### src/sbpo_pkg.sv
`default_nettype none
// ----------------------------------------------------------------------------
// sbpo_pkg
// Types and constants of the sphere versus box push-out pipeline.
// ----------------------------------------------------------------------------
package sbpo_pkg;

  localparam int CW = 32;              // coordinate width
  localparam int HW = CW - 1;          // half extent / radius width
  localparam int AW = CW + 2;          // extended coordinate width
  localparam int EW = CW - 1;          // direction magnitude width
  localparam int SW = 2 * EW;          // square width
  localparam int LW = 32;              // length width
  localparam int PW = 32;              // push distance width
  localparam int NW = 64;              // dividend / square sum width
  localparam int MW = 16;              // margin register width
  localparam int SQ_STAGES  = NW / 2;
  localparam int DIV_STAGES = 34;
  localparam int QW = DIV_STAGES;
  localparam int I_SQ_OUT  = 4 + SQ_STAGES;
  localparam int I_DIV_IN  = I_SQ_OUT + 2;
  localparam int CTX_DEPTH = I_DIV_IN + DIV_STAGES + 1;

  typedef struct packed {
    logic signed [CW-1:0] box_center_x;
    logic signed [CW-1:0] box_center_y;
    logic signed [CW-1:0] box_center_z;
    logic [HW-1:0]        box_half_x;
    logic [HW-1:0]        box_half_y;
    logic [HW-1:0]        box_half_z;
    logic signed [CW-1:0] sphere_center_x;
    logic signed [CW-1:0] sphere_center_y;
    logic signed [CW-1:0] sphere_center_z;
    logic [HW-1:0]        sphere_radius;
  } in_t;

  typedef struct packed {
    logic                 hit;
    logic signed [CW-1:0] new_center_x;
    logic signed [CW-1:0] new_center_y;
    logic signed [CW-1:0] new_center_z;
  } out_t;

  typedef struct packed {
    logic                 hit;
    logic [2:0]           neg;
    logic [2:0][AW-1:0]   cl;
    logic [2:0][CW-1:0]   sc;
    logic [2:0][EW-1:0]   e;
    logic [PW-1:0]        push;
  } ctx_t;

endpackage
`default_nettype wire

### src/sbpo_isqrt.sv
`default_nettype none
// ----------------------------------------------------------------------------
// sbpo_isqrt
// Pipelined integer square root, one result bit per stage.
// ----------------------------------------------------------------------------
module sbpo_isqrt (
  input  wire logic                     clk,
  input  wire logic                     en,
  input  wire logic [sbpo_pkg::NW-1:0]  x_in,
  output logic      [sbpo_pkg::LW-1:0]  root
);

  localparam int N  = sbpo_pkg::SQ_STAGES;
  localparam int NW = sbpo_pkg::NW;

  logic [NW-1:0] x_r   [N];
  logic [NW-1:0] res_r [N];

  genvar k;
  for (k = 0; k < N; k++) begin : g_stage
    logic [NW-1:0] xi;
    logic [NW-1:0] ri;
    logic [NW-1:0] bitv;
    logic [NW-1:0] t;
    if (k == 0) begin : g_first
      assign xi = x_in;
      assign ri = '0;
    end else begin : g_next
      assign xi = x_r[k-1];
      assign ri = res_r[k-1];
    end
    assign bitv = NW'(1) << (NW - 2 - 2 * k);
    assign t    = ri + bitv;
    always_ff @(posedge clk) begin
      if (en) begin
        if (xi >= t) begin
          x_r[k]   <= xi - t;
          res_r[k] <= (ri >> 1) + bitv;
        end else begin
          x_r[k]   <= xi;
          res_r[k] <= ri >> 1;
        end
      end
    end
  end

  assign root = res_r[N-1][sbpo_pkg::LW-1:0];

endmodule
`default_nettype wire

### config.mk
export PLATFORM = sky130hd
export DESIGN_NAME = sbpo_isqrt
export DESIGN_NICKNAME = d
export VERILOG_FILES = /design/src/sbpo_pkg.sv /design/src/sbpo_isqrt.sv
export SDC_FILE = /design/constraint.sdc
export NUM_CORES = 2
export LEC_CHECK = 0
export BUFFER_PORTS_ARGS = -buffer_cell sky130_fd_sc_hd__buf_2
export CORE_MARGIN = 8
export CORE_UTILIZATION = 30
export DETAILED_ROUTE_END_ITERATION = 10
export PLACE_DENSITY = 0.41
export SLEW_MARGIN = 40
export SYNTH_ARGS = -nofsm -noshare
export SYNTH_HDL_FRONTEND = slang
export SYNTH_SLANG_ARGS = --single-unit
### constraint.sdc
create_clock -name clk -period 6.85 [get_ports clk]
set_input_delay 2.055 -clock clk [delete_from_list [all_inputs] [get_ports clk]]
set_output_delay 2.055 -clock clk [all_outputs]
set_load 0.03 [all_outputs]
==> parameters.txt <==
Parameter                              Value

Setup path
  Slowest CP cell ... sky130_fd_sc_hd__a2111oi_2
  Most repeated library cell on the critical path ... sky130_fd_sc_hd__inv_2
  CP cell instances ... buf_12, inv_2, or4_1, a2111oi_2, inv_2, nand4b_1, nor3_1, xor2_1
  Setup crit start kind ... input port
  Startpoint of the worst-slack reg-to-reg timing path ... x_r[1][672]
  Required time reported for the critical path endpoint ... 7.46 ns
  Data arrival, critical path ... 5.58 ns
  Type of the worst setup path ... input port to register
  CP startpoint ... en
  Endpoint type of the worst setup path ... register
  Crit Path Max Fanout ... 46
  Largest incremental delay on the critical path ... 0.70 ns

Die
  Die height ... 650 um
  Core ar. ... 0.399 mm^2
  Die Footprint ... 0.422 mm^2
  Horizontal die dimension ... 650 um
  Number of placement rows ... 232
  Starting density of the core ... 30.1%
  Ports placed on the boundary ... 98

STA
  Setup tns final ... 0 ns
  Setup repair after global routing missed its margin ... no
  Measured slew at the worst slew-check pin ... 0.897 ns
  Relative max-transition margin ... 39.7%
  Pins over their slew limit ... 0
  Worst clock skew ... 0.0569 ns
  Tmin final ... 4.97 ns
  Maximum frequency from static timing analysis ... 201 MHz
  Hold Fails Final Rpt ... 0
  Period Utilization, post-route ... 72.5%
  Endpoints failing setup ... 0

Detailed routing
  Post-detailed-route wirelength per cell ... 21.8 um
  Number of design-rule violations left by the first detailed-router iteration ... 6206
  Remaining number of nets flagged by the antenna check after routing ... 0
  Total Routed Length ... 335 mm
  Number of vias after detailed routing ... 76500
  First-pass DRT Iterations ... 6
  Number of remaining DRC errors ... 0
  Vias per cell ... 4.97

Logic synthesis
  Mapped Cells ... 9611
  Top-area cell type share of the netlist area ... 62.6%
  Number of flops mapped to enable cells by yosys ... 2512
  Ranking of synthesized cells by instance count ... sky130_fd_sc_hd__edfxtp_1 (2512), sky130_fd_sc_hd__inv_1 (701), sky130_fd_sc_hd__nand2_1 (695)
  Proportion of synthesized chip area in sequential cells ... 62.6%
  Count of warnings emitted by yosys ... 0
  Main synth FF type ... sky130_fd_sc_hd__edfxtp_1
  Cell with the most instances after synthesis ... sky130_fd_sc_hd__edfxtp_1
  Post-Synthesis Net Count ... 10200
  Count of distinct cell types in the synthesized netlist ... 96
  Synthesized area ... 0.120 mm^2
  Post-synthesis async set-or-reset flop share ... 0%
  Library cell occupying the most area in the post-synthesis netlist ... sky130_fd_sc_hd__edfxtp_1
  Leading cell types by total area after synthesis ... sky130_fd_sc_hd__edfxtp_1 (63%), sky130_fd_sc_hd__ha_1 (5.8%), sky130_fd_sc_hd__xor2_1 (3.4%)
  Flip-flop and latch count after synthesis ... 2512
  Synth Area per Inst ... 12.5 um^2

GRT
  Global-route usage over all layers ... 15.2%
  Global-route wire length before repair ... 497 mm
  Global-route congestion overflow total ... 0
  Vias in the first global route ... 75500
  Number of antenna violations at the first check in global routing ... 26
  Maximum number of pins on one net before global-route repair ... 158

Final layout
  Final Cell Area ... 0.138 mm^2
  Syn-to-layout area delta ... 14.2%
  Fraction of final layout cells with drive strength greater than 1 ... 7.69%
  Final Net Count ... 10500

CTS
  Root cell of the clock tree ... sky130_fd_sc_hd__clkbuf_16
  # H-tree levels ... 5
  Longest Clk Path Bufs ... 4
  Clock slew at reported path FFs ... 0.06 ns
  Total number of clock tree sinks ... 2512
  CTS tree ... yes
  Number of buffers inserted to repair setup after CTS ... 0
  Latest clock arrival within the worst-skew pair ... 0.90 ns
  Post_cts resized ... 0
  CTS buffer count ... 304
  Hold-fix buffers at CTS ... 0

Status
  Status ... finished, final reports clean

Power and ir drop
  Worst vdd rail ir drop ... 0.000170 V
  Post-route total power ... 46300 uW
  LEAKAGE ... 0.0506 uW
  Power density cells ... 337 mW/mm^2

Place
  Placed inst area ... 0.128 mm^2
  Half-perimeter wire length after placement ... 255 mm
  Port-buffer cells ... 97
  Final GP Congestion ... 0.905

Min path
  Worst min-delay path category ... register to register
  Launch point of the worst hold path ... x_r[0][419]

Job
  Max-Cap Viols ... 0
worst max-delay path, delay by kind of cell:
family | cells | cell delay, ns
and+or+nand+nor | 3 | 1.31
AOI/OAI and AO/OA | 1 | 0.70
buffers and inverters | 3 | 1.19
xor gates and xnor gates | 1 | 0.16
flip-flops by register name, indices dropped and copies added (netlist names):
signal,flops
x_r,1984
res_r,528
report_power, final:
group	switching, uW	total, uW	internal (uW)	leakage, uW
clock	6460	15800	9370	0.00472
sequential	1760	21200	19500	0.0242
combinational	5600	9220	3630	0.0217
total	13800	46300	32500	0.0506
through the flow:
step                      setup slack (ns)  utilization [%]  hold WS (ns)  cells
final                                 1.88             34.4         0.422  15400
after global routing                  1.70             34.4         0.415  15400
after CTS                             1.97             34.4         0.401  15400
after detailed placement             0.995             32.0         0.432  14800
after global placement                1.06             31.9         0.432  14800
after floorplan                      0.929                -         0.417   9611
placed cells by master (no fill, tap or decap), types with 42 or more instances in the layout:
cell	synthesis	routed
sky130_fd_sc_hd__a31oi_1	46	46
sky130_fd_sc_hd__edfxtp_1	2512	2512
sky130_fd_sc_hd__nand2_1	695	695
sky130_fd_sc_hd__nor4b_1	44	43
sky130_fd_sc_hd__nor2_1	556	554
sky130_fd_sc_hd__nand3_1	165	165
sky130_fd_sc_hd__or3_1	118	118
sky130_fd_sc_hd__xor2_1	468	468
sky130_fd_sc_hd__o31ai_1	49	48
sky130_fd_sc_hd__nor2b_1	64	64
sky130_fd_sc_hd__xnor2_1	410	410
sky130_fd_sc_hd__o21a_1	100	99
sky130_fd_sc_hd__nand4_1	142	142
sky130_fd_sc_hd__ha_1	558	558
sky130_fd_sc_hd__and3_1	45	45
sky130_fd_sc_hd__buf_4	0	59
sky130_fd_sc_hd__o21bai_1	52	52
sky130_fd_sc_hd__nand2b_1	112	111
sky130_fd_sc_hd__clkinv_1	1	62
sky130_fd_sc_hd__buf_2	14	96
sky130_fd_sc_hd__nor4_1	359	342
sky130_fd_sc_hd__mux2_2	53	53
sky130_fd_sc_hd__inv_1	701	699
sky130_fd_sc_hd__clkinv_2	0	47
sky130_fd_sc_hd__or4_1	59	59
sky130_fd_sc_hd__nor3_1	257	254
sky130_fd_sc_hd__o211ai_1	42	42
sky130_fd_sc_hd__clkbuf_16	0	315
sky130_fd_sc_hd__o21ai_0	537	534
sky130_fd_sc_hd__a21o_1	242	242
sky130_fd_sc_hd__a21oi_1	532	531
sky130_fd_sc_hd__clkbuf_1	192	70
sky130_fd_sc_hd__a211oi_1	49	47
cell type report:
cell class	instances	area, um^2
inverters	703	2640
clock buffers	385	8150
clock inverters	161	1580
repair buffers	179	1380
fillers	39000	262000
flip-flops and latches	2512	75400
diodes	5	12.5
multi-input cells	6182	41800
well taps	5265	6590
path summary, 6_finish.rpt:
| kind | cells past startpoint | end | slack (ns) |
|---|---|---|---|
| setup / recovery | 8 | x_r[1][435] | 1.88 |
| hold / removal | 0 | x_r[0][483] | 0.42 |
| setup reg to reg | 11 | x_r[1][765] | 1.93 |
| hold reg to reg | 0 | x_r[0][483] | 0.42 |
cells by family (layout without fill, tap and decap cells):
family	Yosys count	after routing	share of synthesized area [%]
AO/OA/AOI/OAI	1849	1849	9.56
XOR/XNOR	878	878	6.39
adder cells (fa/ha/maj)	558	558	5.80
buffers and inverters	917	1428	2.88
flip-flops	2512	2512	62.6
multiplexers	65	65	0.595
other	0	5	0
AND/OR/NAND/NOR	2832	2832	12.1
layer usage:
layer	up-vias	GRT usage (%)	share of wire (%)	routed length [um]
met2	1836	24.3	45	150000
met3	479	2.33	5.1	17100
met1	37600	21.6	47	158000
met5	-	0	0	0
li1	36600	-	-	-
met4	0	4.20	2.9	9630
Note: power is estimated with default switching activity, not from simulation.
